## config.mk

```make
export PLATFORM = sky130hd
export DESIGN_NAME = relay_bank_timed_revert
export DESIGN_NICKNAME = d
export VERILOG_FILES = /design/src/rbtr_pkg.sv /design/src/rbtr_queue.sv /design/src/rbtr_front.sv /design/src/rbtr_back.sv /design/src/relay_bank_timed_revert.sv
export SDC_FILE = /design/constraint.sdc
export NUM_CORES = 1
export LEC_CHECK = 0
export ABC_CLOCK_PERIOD_IN_PS = 4200
export BUFFER_PORTS_ARGS = -buffer_cell sky130_fd_sc_hd__buf_2
export CAP_MARGIN = 10
export CORE_MARGIN = 8
export CORE_UTILIZATION = 50
export CTS_BUF_LIST = sky130_fd_sc_hd__clkbuf_16
export CTS_CLUSTER_SIZE = 24
export DETAILED_ROUTE_END_ITERATION = 6
export PLACE_DENSITY = 0.67
export REMOVE_ABC_BUFFERS = 1
export SLEW_MARGIN = 25
export SYNTH_ARGS = -nofsm -noshare
export SYNTH_HDL_FRONTEND = slang
export SYNTH_HIERARCHICAL = 1
export SYNTH_SLANG_ARGS = --single-unit
export TNS_END_PERCENT = 10
```

## constraint.sdc

```tcl
create_clock -name clock -period 4.2 [get_ports clock]
set_clock_uncertainty 0.05 [all_clocks]
set_input_delay 0.21 -clock clock [delete_from_list [all_inputs] [get_ports clock]]
set_output_delay 0.21 -clock clock [all_outputs]
set_load 0.02 [all_outputs]
```

## src/rbtr_pkg.sv

```systemverilog
// Types and constants shared by the relay bank modules.
package rbtr_pkg;

   localparam int MAX_RELAYS = 8;
   localparam int RELAY_W    = 3;
   localparam int COUNT_W    = 4;
   localparam int NUM_W      = 8;
   localparam int OWNER_W    = 8;
   localparam int HOLD_W     = 8;
   localparam int CNT_W      = 9;
   localparam int WORD_W     = 8;
   localparam int REQ_DATA_W = 32;
   localparam int RSP_DATA_W = 24;

   typedef enum logic [1:0] {
      FUNC_PLAIN  = 2'd0,
      FUNC_TIMED  = 2'd1,
      FUNC_TICK   = 2'd2,
      FUNC_STATUS = 2'd3
   } func_type;

   typedef enum logic [1:0] {
      KIND_DRIVE  = 2'd0,
      KIND_NOTICE = 2'd1,
      KIND_STATUS = 2'd2
   } kind_type;

   typedef enum logic [2:0] {
      OP_PLAIN       = 3'd0,
      OP_ARM         = 3'd1,
      OP_TIMED_PLAIN = 3'd2,
      OP_TICK        = 3'd3,
      OP_STATUS      = 3'd4
   } op_type;

   typedef struct packed {
      op_type               op;
      logic [RELAY_W-1:0]   idx;
      logic                 new_state;
      logic [OWNER_W-1:0]   requester;
      logic [HOLD_W-1:0]    hold_seconds;
      logic                 notify_wanted;
   } cmd_type;

   typedef struct packed {
      kind_type             kind;
      logic [RELAY_W-1:0]   relay;
      logic                 drive_state;
      logic [OWNER_W-1:0]   owner;
      logic [WORD_W-1:0]    relay_states;
      logic                 last;
   } rsp_type;

endpackage

```

## src/rbtr_queue.sv

```systemverilog
// Two-entry command queue between the front and back parts.
module rbtr_queue (
   input  logic             clock,
   input  logic             reset,
   input  logic             push,
   input  rbtr_pkg::cmd_type push_cmd,
   output logic             push_ready,
   output logic             pop_valid,
   input  logic             pop,
   output rbtr_pkg::cmd_type pop_cmd
);
   import rbtr_pkg::*;

   cmd_type    entries_ff [2];
   logic       wr_ptr_ff, wr_ptr_in;
   logic       rd_ptr_ff, rd_ptr_in;
   logic [1:0] fill_ff, fill_in;
   logic       do_push, do_pop;

   assign push_ready = (fill_ff != 2'd2);
   assign pop_valid  = (fill_ff != 2'd0);
   assign pop_cmd    = entries_ff[rd_ptr_ff];
   assign do_push    = push && push_ready;
   assign do_pop     = pop && pop_valid;

   always_comb begin
      wr_ptr_in = wr_ptr_ff ^ do_push;
      rd_ptr_in = rd_ptr_ff ^ do_pop;
      fill_in   = fill_ff + {1'b0, do_push} - {1'b0, do_pop};
   end

   always_ff @(posedge clock) begin
      if (reset) begin
         wr_ptr_ff <= 1'b0;
         rd_ptr_ff <= 1'b0;
         fill_ff   <= 2'd0;
      end else begin
         wr_ptr_ff <= wr_ptr_in;
         rd_ptr_ff <= rd_ptr_in;
         fill_ff   <= fill_in;
      end
   end

   always_ff @(posedge clock) begin
      if (do_push) begin
         entries_ff[wr_ptr_ff] <= push_cmd;
      end
   end

endmodule

```

## src/rbtr_front.sv

```systemverilog
// Front part: accepts requests, drops bad relay numbers and classifies commands.
module rbtr_front #(
   parameter int NREL = 8
) (
   input  logic                           clock,
   input  logic                           reset,
   input  logic                           req_tvalid,
   output logic                           req_tready,
   input  logic [rbtr_pkg::REQ_DATA_W-1:0] req_tdata,
   input  logic [1:0]                     req_tuser,
   input  logic [rbtr_pkg::COUNT_W-1:0]   relay_count,
   input  logic                           q_ready,
   output logic                           q_push,
   output rbtr_pkg::cmd_type              q_cmd
);
   import rbtr_pkg::*;

   logic                 hold_valid_ff, hold_valid_in;
   cmd_type              hold_cmd_ff, hold_cmd_in;
   logic [NUM_W-1:0]     num;
   logic                 rev;
   logic                 bad;
   logic                 accept;
   cmd_type              cls;

   assign req_tready = !hold_valid_ff || q_ready;
   assign accept     = req_tvalid && req_tready;
   assign q_push     = hold_valid_ff;
   assign q_cmd      = hold_cmd_ff;

   always_comb begin
      num               = req_tdata[7:0];
      rev               = req_tdata[25];
      cls.idx           = RELAY_W'(num - NUM_W'(1));
      cls.new_state     = req_tdata[8];
      cls.requester     = req_tdata[16:9];
      cls.hold_seconds  = req_tdata[24:17];
      cls.notify_wanted = req_tdata[26];
      case (func_type'(req_tuser))
         FUNC_PLAIN:  cls.op = OP_PLAIN;
         FUNC_TIMED:  cls.op = rev ? OP_ARM : OP_TIMED_PLAIN;
         FUNC_TICK:   cls.op = OP_TICK;
         default:     cls.op = OP_STATUS;
      endcase
      bad = (cls.op == OP_PLAIN || cls.op == OP_ARM || cls.op == OP_TIMED_PLAIN)
            && (num == '0 || num > NUM_W'(relay_count) || num > NUM_W'(NREL));

      hold_valid_in = hold_valid_ff && !q_ready;
      hold_cmd_in   = hold_cmd_ff;
      if (accept) begin
         hold_valid_in = !bad;
         hold_cmd_in   = cls;
      end
   end

   always_ff @(posedge clock) begin
      if (reset) begin
         hold_valid_ff <= 1'b0;
      end else begin
         hold_valid_ff <= hold_valid_in;
      end
   end

   always_ff @(posedge clock) begin
      hold_cmd_ff <= hold_cmd_in;
   end

endmodule

```

## src/rbtr_back.sv

```systemverilog
// Back part: keeps the relay state, executes commands and drives the result register.
module rbtr_back #(
   parameter int NREL = 8
) (
   input  logic                         clock,
   input  logic                         reset,
   input  logic [rbtr_pkg::COUNT_W-1:0] relay_count,
   input  logic                         q_valid,
   output logic                         q_pop,
   input  rbtr_pkg::cmd_type            q_cmd,
   output logic                         rsp_valid,
   input  logic                         rsp_ready,
   output rbtr_pkg::rsp_type            rsp
);
   import rbtr_pkg::*;

   typedef enum logic [4:0] {
      ST_IDLE   = 5'b00001,
      ST_SWITCH = 5'b00010,
      ST_NOTE   = 5'b00100,
      ST_WALK   = 5'b01000,
      ST_STATUS = 5'b10000
   } back_state_type;

   back_state_type     state_ff, state_in;
   cmd_type            cmd_ff, cmd_in;
   logic [NREL-1:0]    cur_ff, cur_in;
   logic [NREL-1:0]    prev_ff, prev_in;
   logic [NREL-1:0]    armed_ff, armed_in;
   logic [NREL-1:0]    note_ff, note_in;
   logic [CNT_W-1:0]   cnt_ff [NREL];
   logic [CNT_W-1:0]   cnt_in [NREL];
   logic [NREL-1:0]    fire_ff, fire_in;
   logic [NREL-1:0]    tell_ff, tell_in;
   logic [RELAY_W-1:0] walk_ff, walk_in;
   logic               phase_ff, phase_in;
   logic               rsp_valid_ff, rsp_valid_in;
   rsp_type            rsp_ff, rsp_in;

   logic               out_free;
   logic               emit;
   rsp_type            pkt;
   logic [NREL-1:0]    sel;
   logic [NREL-1:0]    active;
   logic               cur_sel, armed_sel, note_sel, cnt_nz_sel;
   logic               fire_w, tell_w, cur_w, higher;
   logic               need_note;
   logic               adv;
   logic [CNT_W-1:0]   dec;
   logic [NREL-1:0]    fire_nx, tell_nx;
   logic [WORD_W-1:0]  word;

   assign rsp_valid = rsp_valid_ff;
   assign rsp       = rsp_ff;
   assign out_free  = !rsp_valid_ff || rsp_ready;

   always_comb begin
      cur_sel    = 1'b0;
      armed_sel  = 1'b0;
      note_sel   = 1'b0;
      cnt_nz_sel = 1'b0;
      fire_w     = 1'b0;
      tell_w     = 1'b0;
      cur_w      = 1'b0;
      higher     = 1'b0;
      word       = '0;
      for (int i = 0; i < NREL; i++) begin
         sel[i]    = (RELAY_W'(i) == cmd_ff.idx);
         active[i] = (COUNT_W'(i) < relay_count);
         cur_sel    = cur_sel | (sel[i] & cur_ff[i]);
         armed_sel  = armed_sel | (sel[i] & armed_ff[i]);
         note_sel   = note_sel | (sel[i] & note_ff[i]);
         cnt_nz_sel = cnt_nz_sel | (sel[i] & (cnt_ff[i] != '0));
         if (RELAY_W'(i) == walk_ff) begin
            fire_w = fire_ff[i];
            tell_w = tell_ff[i];
            cur_w  = cur_ff[i];
         end
         if (RELAY_W'(i) > walk_ff) begin
            higher = higher | fire_ff[i];
         end
         word[i] = cur_ff[i] & active[i];
      end
   end

   always_comb begin
      state_in     = state_ff;
      cmd_in       = cmd_ff;
      cur_in       = cur_ff;
      prev_in      = prev_ff;
      armed_in     = armed_ff;
      note_in      = note_ff;
      cnt_in       = cnt_ff;
      fire_in      = fire_ff;
      tell_in      = tell_ff;
      walk_in      = walk_ff;
      phase_in     = phase_ff;
      q_pop        = 1'b0;
      emit         = 1'b0;
      adv          = 1'b0;
      need_note    = 1'b0;
      dec          = '0;
      fire_nx      = '0;
      tell_nx      = '0;
      pkt          = '0;
      pkt.kind     = KIND_DRIVE;

      case (state_ff)
         ST_IDLE: begin
            if (q_valid) begin
               q_pop  = 1'b1;
               cmd_in = q_cmd;
               case (q_cmd.op)
                  OP_TICK: begin
                     for (int i = 0; i < NREL; i++) begin
                        dec = (cnt_ff[i] == '0) ? '0 : cnt_ff[i] - CNT_W'(1);
                        if (active[i] && armed_ff[i]) begin
                           cnt_in[i] = dec;
                           if (dec == '0 && prev_ff[i] != cur_ff[i]) begin
                              cur_in[i]   = prev_ff[i];
                              armed_in[i] = 1'b0;
                              note_in[i]  = 1'b0;
                              fire_nx[i]  = 1'b1;
                              tell_nx[i]  = note_ff[i];
                           end
                        end
                     end
                     fire_in  = fire_nx;
                     tell_in  = tell_nx;
                     walk_in  = '0;
                     phase_in = 1'b0;
                     state_in = (fire_nx != '0) ? ST_WALK : ST_IDLE;
                  end
                  OP_STATUS: state_in = ST_STATUS;
                  default:   state_in = ST_SWITCH;
               endcase
            end
         end
         ST_SWITCH: begin
            if (cmd_ff.new_state == cur_sel) begin
               state_in = ST_IDLE;
            end else if (out_free) begin
               need_note       = (cmd_ff.op == OP_PLAIN) && armed_sel && cnt_nz_sel
                                 && note_sel;
               emit            = 1'b1;
               pkt.kind        = KIND_DRIVE;
               pkt.relay       = cmd_ff.idx;
               pkt.drive_state = cmd_ff.new_state;
               pkt.last        = !need_note;
               for (int i = 0; i < NREL; i++) begin
                  if (sel[i]) begin
                     prev_in[i] = cur_ff[i];
                     cur_in[i]  = cmd_ff.new_state;
                     if (cmd_ff.op == OP_ARM) begin
                        armed_in[i] = 1'b1;
                        cnt_in[i]   = {1'b0, cmd_ff.hold_seconds} + CNT_W'(1);
                        note_in[i]  = cmd_ff.notify_wanted;
                     end else begin
                        armed_in[i] = 1'b0;
                        cnt_in[i]   = '0;
                        note_in[i]  = 1'b0;
                     end
                  end
               end
               state_in = need_note ? ST_NOTE : ST_IDLE;
            end
         end
         ST_NOTE: begin
            if (out_free) begin
               emit      = 1'b1;
               pkt.kind  = KIND_NOTICE;
               pkt.relay = cmd_ff.idx;
               pkt.owner = cmd_ff.requester;
               pkt.last  = 1'b1;
               state_in  = ST_IDLE;
            end
         end
         ST_WALK: begin
            if (!fire_w) begin
               adv = 1'b1;
            end else if (!phase_ff) begin
               if (out_free) begin
                  emit            = 1'b1;
                  pkt.kind        = KIND_DRIVE;
                  pkt.relay       = walk_ff;
                  pkt.drive_state = cur_w;
                  pkt.last        = !tell_w && !higher;
                  if (tell_w) begin
                     phase_in = 1'b1;
                  end else begin
                     adv = 1'b1;
                  end
               end
            end else if (out_free) begin
               emit      = 1'b1;
               pkt.kind  = KIND_NOTICE;
               pkt.relay = walk_ff;
               pkt.last  = !higher;
               phase_in  = 1'b0;
               adv       = 1'b1;
            end
            if (adv) begin
               if (higher) begin
                  walk_in = walk_ff + RELAY_W'(1);
               end else begin
                  state_in = ST_IDLE;
               end
            end
         end
         ST_STATUS: begin
            if (out_free) begin
               emit             = 1'b1;
               pkt.kind         = KIND_STATUS;
               pkt.relay_states = word;
               pkt.last         = 1'b1;
               state_in         = ST_IDLE;
            end
         end
         default: state_in = ST_IDLE;
      endcase

      rsp_in       = rsp_ff;
      rsp_valid_in = rsp_valid_ff && !rsp_ready;
      if (emit) begin
         rsp_valid_in = 1'b1;
         rsp_in       = pkt;
      end
   end

   always_ff @(posedge clock) begin
      if (reset) begin
         state_ff     <= ST_IDLE;
         cur_ff       <= '0;
         prev_ff      <= '0;
         armed_ff     <= '0;
         note_ff      <= '0;
         fire_ff      <= '0;
         tell_ff      <= '0;
         walk_ff      <= '0;
         phase_ff     <= 1'b0;
         rsp_valid_ff <= 1'b0;
         for (int i = 0; i < NREL; i++) begin
            cnt_ff[i] <= '0;
         end
      end else begin
         state_ff     <= state_in;
         cur_ff       <= cur_in;
         prev_ff      <= prev_in;
         armed_ff     <= armed_in;
         note_ff      <= note_in;
         fire_ff      <= fire_in;
         tell_ff      <= tell_in;
         walk_ff      <= walk_in;
         phase_ff     <= phase_in;
         rsp_valid_ff <= rsp_valid_in;
         cnt_ff       <= cnt_in;
      end
   end

   always_ff @(posedge clock) begin
      cmd_ff <= cmd_in;
      rsp_ff <= rsp_in;
   end

endmodule

```

## src/relay_bank_timed_revert.sv

```systemverilog
// A request passes the front hold register and the two-entry queue to the back sequencer's
// command register; its first result is then registered in the result register (a tick
// first updates all relays at once). A tick then walks the relays up to and including the
// highest one restored, giving a drive result and, if wanted, a notice for each restored one.
// The back sequencer handles one request at a time; a two-entry queue decouples the front.
// Reset (synchronous) clears every relay state and disarms every relay, and sets relay_count to 8.
module relay_bank_timed_revert #(
   parameter int RELAYS = 8
) (
   input  logic                            clock,
   input  logic                            reset,
   input  logic                            req_tvalid,
   output logic                            req_tready,
   // relay_number, new_state, requester, hold_seconds, revert_wanted, notify_wanted
   input  logic [rbtr_pkg::REQ_DATA_W-1:0] req_tdata,
   // func
   input  logic [1:0]                      req_tuser,
   output logic                            rsp_tvalid,
   input  logic                            rsp_tready,
   // relay, drive_state, owner, relay_states
   output logic [rbtr_pkg::RSP_DATA_W-1:0] rsp_tdata,
   // kind
   output logic [1:0]                      rsp_tuser,
   output logic                            rsp_tlast,
   input  logic                            csr_valid,
   output logic                            csr_ready,
   input  logic [rbtr_pkg::COUNT_W-1:0]    csr_data
);
   import rbtr_pkg::*;

   localparam int NREL = (RELAYS < MAX_RELAYS) ? RELAYS : MAX_RELAYS;

   logic [COUNT_W-1:0] relay_count_ff, relay_count_in;
   logic               q_push, q_ready, q_valid, q_pop;
   cmd_type            push_cmd, pop_cmd;
   rsp_type            rsp;

   assign csr_ready = 1'b1;

   always_comb begin
      relay_count_in = relay_count_ff;
      if (csr_valid && csr_ready) begin
         relay_count_in = csr_data;
      end
   end

   always_ff @(posedge clock) begin
      if (reset) begin
         relay_count_ff <= COUNT_W'(MAX_RELAYS);
      end else begin
         relay_count_ff <= relay_count_in;
      end
   end

   rbtr_front #(.NREL(NREL)) u_front (
      .clock       (clock),
      .reset       (reset),
      .req_tvalid  (req_tvalid),
      .req_tready  (req_tready),
      .req_tdata   (req_tdata),
      .req_tuser   (req_tuser),
      .relay_count (relay_count_ff),
      .q_ready     (q_ready),
      .q_push      (q_push),
      .q_cmd       (push_cmd)
   );

   rbtr_queue u_queue (
      .clock      (clock),
      .reset      (reset),
      .push       (q_push),
      .push_cmd   (push_cmd),
      .push_ready (q_ready),
      .pop_valid  (q_valid),
      .pop        (q_pop),
      .pop_cmd    (pop_cmd)
   );

   rbtr_back #(.NREL(NREL)) u_back (
      .clock       (clock),
      .reset       (reset),
      .relay_count (relay_count_ff),
      .q_valid     (q_valid),
      .q_pop       (q_pop),
      .q_cmd       (pop_cmd),
      .rsp_valid   (rsp_tvalid),
      .rsp_ready   (rsp_tready),
      .rsp         (rsp)
   );

   assign rsp_tuser = rsp.kind;
   assign rsp_tlast = rsp.last;
   assign rsp_tdata = {4'b0, rsp.relay_states, rsp.owner, rsp.drive_state, rsp.relay};

endmodule

```

==> results.md, run 1 <==
- # Post-CTS Setup Buffers: 0
- RSZ-0062 raised after global routing: false
- Final instance area: 15300 sq um
- CP startpoint kind: flop
- Initial antenna violation count: 0
- CP arrival: 3.92 ns
- Post-synth ARST share: 0%
- Syn-to-layout area delta: 15.6%
- DRT Pass-1 Iters: 5
- Vias: roughly 11000
- Switching power: about 0.0013 W
- Status: finished clean
- Crit-path cells: mux2i_1, a22oi_1, and4b_1, o21a_1, buf_4, a31oi_1, or2_1, o21ai_0, o31ai_1
- Power share of the sequential group: a little under half
- Core ar.: 26000 sq um
- Gpl congestion: a little under 0.9
- Worst-path maximum fanout: 22
- Crit path kind: reg -> reg
- Total grt overflow: 0
- Slew Viols, Final: 0
- # Max-Cap Violations: 0
- Final period util: between 80% and 90%
- # diodes: 0
- Top Ports: 73
- Synthesis-stage register bit count: 258
- Largest net degree at the start of global routing: 66
- PortBufs: 62
- Max-slew headroom: roughly a third
- Num rows: 59
- Post-CTS Resized: 0
- Switching power share of the total: a little under a quarter
- Final nets: ~1600
- P_int: ~0.0045 W
- ANT nets after route: 0
- Crit path capture type: flop
- Post-Syn Instances: 1431
- Total GRT Usage: 22.2%
- Critical path's top delay family: compound AO/OA/AOI/OAI gates
- CTS tree: done
- Min cycle time layout: ~3.6 ns
- Yosys warning count: 6
- Final setup fails: 0
- CP max stage delay: approximately 1.0 ns
- Final WL: between 30 and 40 mm
- Skew-Pair Late Insertion Delay: ~0.55 ns
- Comb pwr share: about 6.4%
- Starting DRC count in detailed routing: 1064
- Layout cells sized above 1: 13.2%
- Die Width: roughly 180 um
- Pwr dens: 385 nW/um^2
- Clock power frac: 47.6%
- Fillers: between 2000 and 2500
- Slowest stage cell on the critical path: edfxtp_1
- Sinks on Clock Net: about 260
- Post-detail-place hpwl: ~23 mm
- Wire per inst: 19.0 um
- Buf/Inv on CP: 1
- First-pass GRT wire length: ~57 mm
- P_leak: approximately 5.7 nW
- Slew @ Worst Pin: around 1.0 ns
- Mean Syn Cell Area: approximately 9 sq um
- Vias in the first global route: around 11000
- Post-synthesis sequential area ratio: 48.1%
- Total negative slack: 0 ns
- Via/cell ratio: ~6
- DRC Markers: 0
- Post-Synthesis Cell Area: 13200 sq um
- Final-report hold violation count: 0
- Worst-path clk slew: roughly 0.070 ns
- Number of flops mapped to enable cells by yosys: between 100 and 150
- Clock tree buffer depth: 3
- Clock root buffer master: clkbuf_16
- Fmax: roughly 280 MHz
- Cts hold-fix bufs: 38
- Worst hold path type: in -> reg
- Die Span Y: between 150 and 200 um
- Starting Density: between 50% and 60%
- Post-synth top flop: dfxtp_1
- Die area: approximately 32000 sq um
- CTS H-tree lvls: 1
- CTS buffer count: 28
- Netlist cell types: 90
- Placed standard-cell area: about 14000 sq um
- Critical Path RT: 4.57 ns
- Worst vdd ir: approximately 380 uV
-- cells in the mapped netlist (15+ instances only) --
library cell  instances  area share (%)
nand2b_1             35             1.7
ha_1                 21             2.0
a21oi_1             109             4.1
o22ai_1              16            0.76
nand3_1              36             1.4
edfxtp_1            119              27
o21ai_0             127             4.8
nor3_1               38             1.4
xnor2_1              15            0.99
mux2i_1              23             1.7
and3_1               19            0.90
nand2_1             121             3.4
a211oi_1             24             1.4
nor2_1              157             4.5
nor4_1               16            0.76
mux2_2               27             2.3
dfxtp_1             139              21
nor2b_1              20            0.95
and2_1               20            0.95
clkbuf_1             59             1.7
inv_1                48             1.4
-- power by group through the flow --
| stage | clock network (W) | registers (W) | logic, W |
|---|---|---|---|
| 5_1_grt | 0.00294 | 0.00271 | 0.000409 |
| 2_1_floorplan | 0 | 0.00275 | 0.000203 |
| 6_report | 0.00280 | 0.00271 | 0.000377 |
| 3_3_place_gp | 0 | 0.00276 | 0.000335 |
| 4_1_cts | 0.00284 | 0.00271 | 0.000372 |
| 3_5_place_dp | 0 | 0.00276 | 0.000344 |
-- layout make-up --
class	instances	area, sq um	share of cell area, %
multi-input combinational	1048	6370	41.6
sequential	258	6360	41.6
timing repair buffer	128	903	5.91
clock buffer	28	701	4.58
tap	335	419	2.74
clock inverter	24	369	2.41
inverter	48	180	1.18
-- through the flow --
stage	std cells	hold slack [ns]	power (W)	utilization [%]	worst slack, ns
finish	1869	0.128	0.00589	58.9	0.647
CTS	1869	0.0958	0.00592	58.9	0.710
floorplan	1354	0.227	0.00295	-	0.697
global placement	1779	0.336	0.00309	53.3	0.789
detailed placement	1779	0.338	0.00311	53.3	0.752
global route	1869	0.126	0.00607	58.9	0.463
-- cells in the final DEF, fill, tap and decap left out, drive strengths merged, types with 15 or more instances in the layout --
cell	count
a211oi	24
a21oi	111
and2	20
and3	19
buf	90
clkbuf	28
dfxtp	139
dlygate4sd3	38
edfxtp	119
ha	21
inv	49
mux2	28
mux2i	23
nand2	121
nand2b	35
nand3	36
nor2	157
nor2b	21
nor3	39
nor4	21
o21ai	128
o22ai	17
xnor2	15
-- path summary, 6_finish.rpt --
| kind | startpoint | to | slack, ns | cells after the start |
|---|---|---|---|---|
| max | u_back/cmd_ff[20] | u_back/cnt_ff[13] | 0.65 | 9 |
| min | req_tdata[1] | u_front/q_cmd[19] | 0.13 | 4 |
| max reg2reg | u_back/cmd_ff[20] | u_back/cnt_ff[13] | 0.65 | 9 |
| min reg2reg | u_front/q_cmd[5] | u_queue/entries_ff[0][5] | 0.39 | 0 |
-- sequential cells by signal, indices dropped and copies added (netlist names) --
register / cells
u_back/prev_ff: 8
u_back/cmd_ff: 24
u_front/q_cmd: 24
u_front/q_push: 1
u_back/armed_ff: 8
u_back/rsp: 23
u_queue/rd_ptr_ff: 1
relay_count_ff: 4
u_back/fire_ff: 8
u_queue/wr_ptr_ff: 1
u_back/state_ff: 5
u_back/phase_ff: 1
u_back/walk_ff: 3
u_back/tell_ff: 8
u_queue/entries_ff: 48
u_queue/fill_ff: 2
u_back/cur_ff: 8
u_back/note_ff: 8
u_back/cnt_ff: 72
u_back/rsp_valid: 1
-- routing by layer --
metal,vias to the layer above,part of all wire [%],track usage [%]
met2,422,46,36.3
met4,0,3.6,8.54
met5,-,0,0
met1,5332,44,29.2
met3,89,6.3,3.22
li1,5409,-,-
-- cell families (layout without fill, tap and decap cells) --
family | count (synthesis) | count (layout) | synth area share (%)
buffers and inverters | 128 | 228 | 3.99
AOI/OAI and AO/OA | 394 | 394 | 18.5
and+or+nand+nor | 546 | 546 | 21.1
other | 2 | 5 | 0.0568
muxes | 52 | 52 | 4.29
DFF | 258 | 258 | 48.1
adders and majority gates | 23 | 23 | 2.14
xor gates and xnor gates | 28 | 28 | 1.85
-- tightest hold or removal path: cells and delay by family --
family / cells / cell delay (ns)
buffers and inverters: 3 / 0.22
adders and majority gates: 1 / 0.14
Power figures use the tool's default switching activity.
==> inputs of run 2 (changes only) <==
--- a/config.mk
+++ b/config.mk
@@ -5,7 +5,8 @@
 export SDC_FILE = /design/constraint.sdc
 export NUM_CORES = 1
 export LEC_CHECK = 0
-export ABC_CLOCK_PERIOD_IN_PS = 4200
+export ABC_AREA = 1
+export ABC_CLOCK_PERIOD_IN_PS = 3300
 export BUFFER_PORTS_ARGS = -buffer_cell sky130_fd_sc_hd__buf_2
 export CAP_MARGIN = 10
 export CORE_MARGIN = 8
==> constraint.sdc (replaced) <==
create_clock -name clock -period 3.3 [get_ports clock]
set_clock_uncertainty 0.05 [all_clocks]
set_input_delay 0.165 -clock clock [delete_from_list [all_inputs] [get_ports clock]]
set_output_delay 0.165 -clock clock [all_outputs]
set_load 0.02 [all_outputs]
==> run 2 against run 1 <==
Via count is 6.8% higher; die area is 1.1% higher; setup slack worse by 0.025 ns; hold slack worse by 0.047 ns; routed wire length is 1.7% lower; critical path depth is 4 higher; fmax is 33% higher; register-to-register slack worse by 0.03 ns; cell count is 20% higher; sequential power is 66% higher; critical endpoint is now u_back/note_ff[6].
==> results.md, run 2 <==
- Most frequent cells in the layout: nand2_1, inv_1, nor2_1, o21ai_0, dfxtp_1
- Synthesis-stage register bit count: 258
- Final instance area: ~15000 sq um
- Worst-path maximum fanout: 9
- Vias in the first global route: roughly 12000
- Worst path most repeated cell: nand2_1
- Final WS setup: 0.622 ns
- DRC Markers: 0
- CP arrival: between 3 and 4 ns
- PortBufs: 62
- Total GRT Usage: 21.2%
- Skew-Pair Late Insertion Delay: roughly 0.55 ns
- Post-Place Cells: around 2200
- Sinks on Clock Net: roughly 260
- Most frequent cell after synthesis: nand2_1
- CP max stage delay: roughly 0.51 ns
- Largest net degree at the start of global routing: 103
- # Post-CTS Setup Buffers: 0
- CTS H-tree lvls: 1
- RSZ-0062 raised after global routing: false
- Max-slew headroom: approximately 27%
- Crit path kind: reg -> reg
- Worst vdd ir: roughly 400 uV
- Final-report hold violation count: 0
- Die Span Y: between 150 and 200 um
- Die Width: ~180 um
- Post-synth ARST share: 0%
- Synth area leaders: edfxtp_1, dfxtp_1, nand2_1
- Cts hold-fix bufs: 39
- P_leak: 6.97 nW
- Post-synth top area share: roughly a quarter
- Hold path startpoint: req_tdata[1]
- Hold path depth: 4
- Place WS: about 0.63 ns
- Final period util: 81.1%
- Final instance count without filler cells: between 2000 and 2500
- First-pass GRT wire length: 57.3 mm
- Die area: roughly 32000 sq um
- Num rows: 60
- R2R cell count: 13
- Pwr dens: around 1000 nW/um^2
- Post-synth top flop: dfxtp_1
- Final nets: a little under 2000
- Status: finished clean
- Worst hold path type: in -> reg
- Crit-path cells: inv_1, ha_1, nand2_1, nor2_1, nand2_1, o21ai_0, nand3_1, nor3_1, inv_1, nand2_1, nand2_1, o21ai_0, nor2_1
- Clock root buffer master: clkbuf_16
- Mean Syn Cell Area: around 7.5 sq um
- CP startpoint: u_back/cnt_ff[9]
- Total grt overflow: 0
- Placed standard-cell area: 14000 sq um
- Starting Density: roughly half
- Post-detail-place hpwl: 24.0 mm
- Layout cells sized above 1: ~10%
- Clock tree buffer depth: 3
- Leading area contributor after synthesis: edfxtp_1
- # Max-Cap Violations: 0
- Slew @ Worst Pin: ~1.1 ns
- Final core utilization: between 50% and 60%
- Slowest stage cell on the critical path: nor3_1
- Worst R2R Start: u_back/cnt_ff[9]
- CP startpoint kind: flop
- CTS buffer count: 28
- Top post-synthesis cells by count: nand2_1, inv_1, nor2_1, o21ai_0, dfxtp_1
- Max FFs per register: between 70 and 80
- Core ar.: ~27000 sq um
- CTS tree: done
- Final WL: ~35 mm
- Via/cell ratio: about 5.4
- Vias: 12000
- Crit path capture type: flop
- Critical Path RT: 3.68 ns
- Syn-to-layout area delta: 15.4%
- Wire per inst: 15.5 um
- Crit path depth: 13
- Min cycle time layout: about 2.7 ns
- Buf/Inv on CP: 2
- Critical path's top delay family: simple AND/OR/NAND/NOR gates
- Yosys warning count: 6
- Slew Viols, Final: 0
- ANT nets after route: 0
- Gpl congestion: just over 0.9
- Largest registers: u_back/cnt_ff (72), u_queue/entries_ff (48)
- Post-synthesis sequential area ratio: a little under half
- Post-Syn Instances: roughly 1800
- # diodes: 0
- Starting DRC count in detailed routing: a little under 1000
- Biggest register: u_back/cnt_ff
- Fmax: 373 MHz
- Commonest non-fill, non-tap cell in the layout: nand2_1
- Worst-path clk slew: roughly 0.06 ns
- Number of flops mapped to enable cells by yosys: roughly 120
- Netlist cell types: 46
- Final setup fails: 0
- Post-CTS Resized: 0
- Top Ports: 73
- Initial antenna violation count: 0
- Post-Synthesis Cell Area: approximately 13000 sq um
- DRT Pass-1 Iters: 5
[run 2: changes by cell type in the layout (fill, tap and decap cells not counted), moves of 13 or more]
| cell | change |
|---|---|
| nor4_1 | -15 |
| and2_1 | -19 |
| inv_1 | +180 |
| nor2_1 | +68 |
| nor2b_1 | -20 |
| a211oi_1 | -22 |
| mux2i_1 | -23 |
| nand2_1 | +304 |
| and3_1 | -18 |
| mux2_2 | -27 |
| o21ai_0 | +25 |
| nand3_1 | +78 |
| nand2b_1 | -35 |
| xnor2_1 | -13 |
[run 2: final timing paths]
| path | end | slack (ns) |
|---|---|---|
| min | u_front/q_cmd[19] | 0.08 |
| max | u_back/note_ff[6] | 0.62 |
| max reg2reg | u_back/note_ff[6] | 0.62 |
| min reg2reg | u_queue/entries_ff[0][22] | 0.39 |
[run 2: cell type report]
cell class              instances  area (sq um)
clock buffers                  29           726
clock inverters                23           284
fillers                      2449         11200
inverters                     242           912
multi-input cells            1230          5870
flip-flops and latches        258          6360
well taps                     341           427
repair buffers                122           858
[run 2: logic make-up (layout without fill, tap and decap cells)]
logic type / count (synthesis) / in the layout / share of synthesized area (%)
XOR/XNOR: 26 / 26 / 1.70
AND/OR/NAND/NOR: 854 / 854 / 27.0
AO/OA/AOI/OAI: 324 / 324 / 13.0
adder cells (fa/ha/maj): 21 / 21 / 1.96
buffers and inverters: 291 / 416 / 8.76
other: 2 / 5 / 0.0561
flip-flops: 258 / 258 / 47.5
[run 2: worst register-to-register path, delay by kind of cell (launching register included)]
kind	cells	cell delay [ns]
AOI/OAI and AO/OA	2	0.33
and+or+nand+nor	8	1.37
DFF	1	0.31
buffers and inverters	2	0.27
adders and majority gates	1	0.25
[run 2: routing by layer]
layer / vias up / track usage [%] / wire length, um
li1: 6006 / - / -
met1: 5522 / 26.6 / 15300
met2: 408 / 36.2 / 16100
met3: 80 / 3.57 / 2290
met4: 0 / 8.34 / 1100
met5: - / 0 / 0
[run 2: report_power, final]
group / switching (W) / internal (W) / leakage, nW
Clock: 0.00131 / 0.00207 / 0.489
Combinational: 0.00542 / 0.00272 / 4.25
Sequential: 0.000483 / 0.00401 / 2.24
[run 2: metrics by stage]
stage / TNS [ns] / hold slack (ns) / power (W)
floorplan: -20.06 / 0.177 / 0.0107
CTS: 0 / 0.0525 / 0.0160
finish: 0 / 0.0802 / 0.0160
global placement: 0 / 0.291 / 0.0123
global route: 0 / 0.0853 / 0.0176
detailed placement: 0 / 0.293 / 0.0125
==> inputs of run 3 (changes only) <==
--- a/config.mk
+++ b/config.mk
@@ -6,7 +6,7 @@
 export NUM_CORES = 1
 export LEC_CHECK = 0
 export ABC_AREA = 1
-export ABC_CLOCK_PERIOD_IN_PS = 3300
+export ABC_CLOCK_PERIOD_IN_PS = 2620
 export BUFFER_PORTS_ARGS = -buffer_cell sky130_fd_sc_hd__buf_2
 export CAP_MARGIN = 10
 export CORE_MARGIN = 8
==> constraint.sdc (replaced) <==
create_clock -name clock -period 2.62 [get_ports clock]
set_clock_uncertainty 0.05 [all_clocks]
set_input_delay 0.131 -clock clock [delete_from_list [all_inputs] [get_ports clock]]
set_output_delay 0.131 -clock clock [all_outputs]
set_load 0.02 [all_outputs]
==> run 3 against run 2 <==
First-iteration DRC count grew 6.9%; fmax increased by 9.2%; via count rose by 0.84%; non-clock buffer count rose by 20; setup slack lost 0.45 ns; sequential share of layout area is 0.56 points lower; die area stayed put; largest power group unchanged.
==> results.md, run 3 (synthesis results as in run 2) <==
- Status: finished clean
- Top Ports: 73
- Pwr dens: ~1300 nW/um^2
- Sinks on Clock Net: about 260
- CP startpoint kind: flop
- Reg2reg end: u_back/cur_ff[0]
- CP arrival: between 2 and 3 ns
- # Max-Cap Violations: 0
- DRT Pass-1 Iters: 7
- # diodes: 0
- Starting Density: between 50% and 60%
- Hold path depth: 4
- Largest net degree at the start of global routing: 57
- R2R cell count: 12
- Slew @ Worst Pin: between 0.5 and 0.6 ns
- Commonest non-fill, non-tap cell in the layout: nand2_1
- Final-report hold violation count: 0
- Vias in the first global route: 11600
- Max-slew headroom: a little over 60%
- Hold path startpoint: req_tdata[1]
- Total grt overflow: 0
- Final WS setup: 0.169 ns
- Final period util: 93.6%
- Via/cell ratio: 5.35
- CTS H-tree lvls: 1
- Final core utilization: between 50% and 60%
- CTS buffer count: 28
- R2r setup slk: ~0.17 ns
- Slew Viols, Final: 0
- Area of the multi-input gates: 5960 sq um
- P_leak: between 7 and 8 nW
- Syn-to-layout area delta: 17.0%
- Worst vdd ir: 540 uV
- Die area: ~32000 sq um
- Fillers: between 2000 and 2500
- Max FFs per register: 72
- Core ar.: roughly 27000 sq um
- Total power: just over 0.02 W
- Final setup fails: 0
- Critical Path RT: roughly 3.0 ns
- Final instance area: roughly 16000 sq um
- Most frequent cells in the layout: nand2_1, inv_1, nor2_1, o21ai_0, dfxtp_1
- Skew-Pair Late Insertion Delay: ~0.56 ns
- PortBufs: 62
- Worst hold path type: in -> reg
- Min cycle time layout: roughly 2.5 ns
- CP startpoint: u_back/state_ff[4]
- Layout cells sized above 1: 11.5%
- Crit path kind: reg -> reg
- Fmax: just over 400 MHz
- ANT nets after route: 0
- Final nets: about 2000
- Num rows: 60
- Vias: 12100
- First-pass GRT wire length: between 50 and 60 mm
- Clock tree buffer depth: 3
- Post-Place Cells: roughly 2200
- Wire per inst: about 16 um
- Worst-path clk slew: 0.07 ns
- Die Width: approximately 180 um
- Crit path capture type: flop
- RSZ-0062 raised after global routing: true
- Final WL: about 35 mm
- Placed standard-cell area: roughly 14000 sq um
- Starting DRC count in detailed routing: roughly 1000
- Final instance count without filler cells: 2265
- DRC Markers: 0
- Worst Hold End: u_front/q_cmd[19]
- Place WS: between 0.08 and 0.09 ns
- Gpl congestion: roughly 0.97
- Worst R2R Start: u_back/state_ff[4]
- Total GRT Usage: between 20% and 30%
- Largest registers: u_back/cnt_ff (72), u_queue/entries_ff (48)
- Initial antenna violation count: 0
- CTS tree: done
- Clock root buffer master: clkbuf_16
- Worst-path maximum fanout: 9
- Die Span Y: between 150 and 200 um
- Reg area: 6360 sq um
- Biggest register: u_back/cnt_ff
- Post-detail-place hpwl: approximately 24 mm
## run 3: cell types whose count changed in the layout (fill, tap and decap cells not counted), sizes merged
cell      previous run  this run
bufinv               6         3
inv                240       241
clkinv              15        14
clkinvlp             4         7
buf                 83       103
## run 3: cell type report
class                      count  share of cell area (%)
clock inverter                23                    1.45
sequential                   258                    40.6
tap                          341                    2.73
clock buffer                  29                    4.64
timing repair buffer         142                    6.65
multi-input combinational   1230                    38.1
inverter                     242                    5.82
## run 3: worst max-delay path by stage
stage / endpoint / cells after the start
floorplan: u_back/cnt_ff[37] / 9
global placement: u_back/cnt_ff[71] / 10
detailed placement: u_back/cnt_ff[71] / 10
CTS: u_back/cnt_ff[53] / 10
global route: u_back/cnt_ff[69] / 10
finish: u_back/cur_ff[0] / 12
## run 3: through the flow
step / TNS [ns] / hold WS, ns
detailed placement: 0 / 0.259
global route: -0.0333 / 0.0684
CTS: 0 / 0.00884
finish: 0 / 0.0244
global placement: 0 / 0.258
floorplan: -114.42 / 0.143
## run 3: critical path, cell delays in order (launching register included)
cell	delay (ns)
dfxtp_1	0.36
inv_1	0.09
nand2_1	0.14
inv_1	0.06
nand3_1	0.29
clkinv_1	0.22
buf_4	0.22
nand2_2	0.10
nand2_4	0.15
nor2_4	0.25
nand2_2	0.14
o21ai_0	0.20
a21oi_1	0.06
## run 3: power by group
group	leakage (nW)	internal, W	switching [W]
registers	2.24	0.00506	0.000595
logic	4.40	0.00356	0.00701
clock network	0.451	0.00232	0.00168
## run 3: metal layers
metal  vias up  GRT usage [%]  wire length, um  share of wire, %
li1       6041              -                -                 -
met1      5543           28.1            15400                44
met2       458           35.8            16300                46
met3        75           3.31             2470               7.0
met4         0           7.14             1120               3.2
met5         -              0                0                 0
## run 3: timing repair
action,4_1_cts,5_1_grt
endpoints found under the hold margin,28,0
hold buffers,39,0
setup endpoints to repair,0,89
gates resized for setup,0,28
setup buffers,0,0
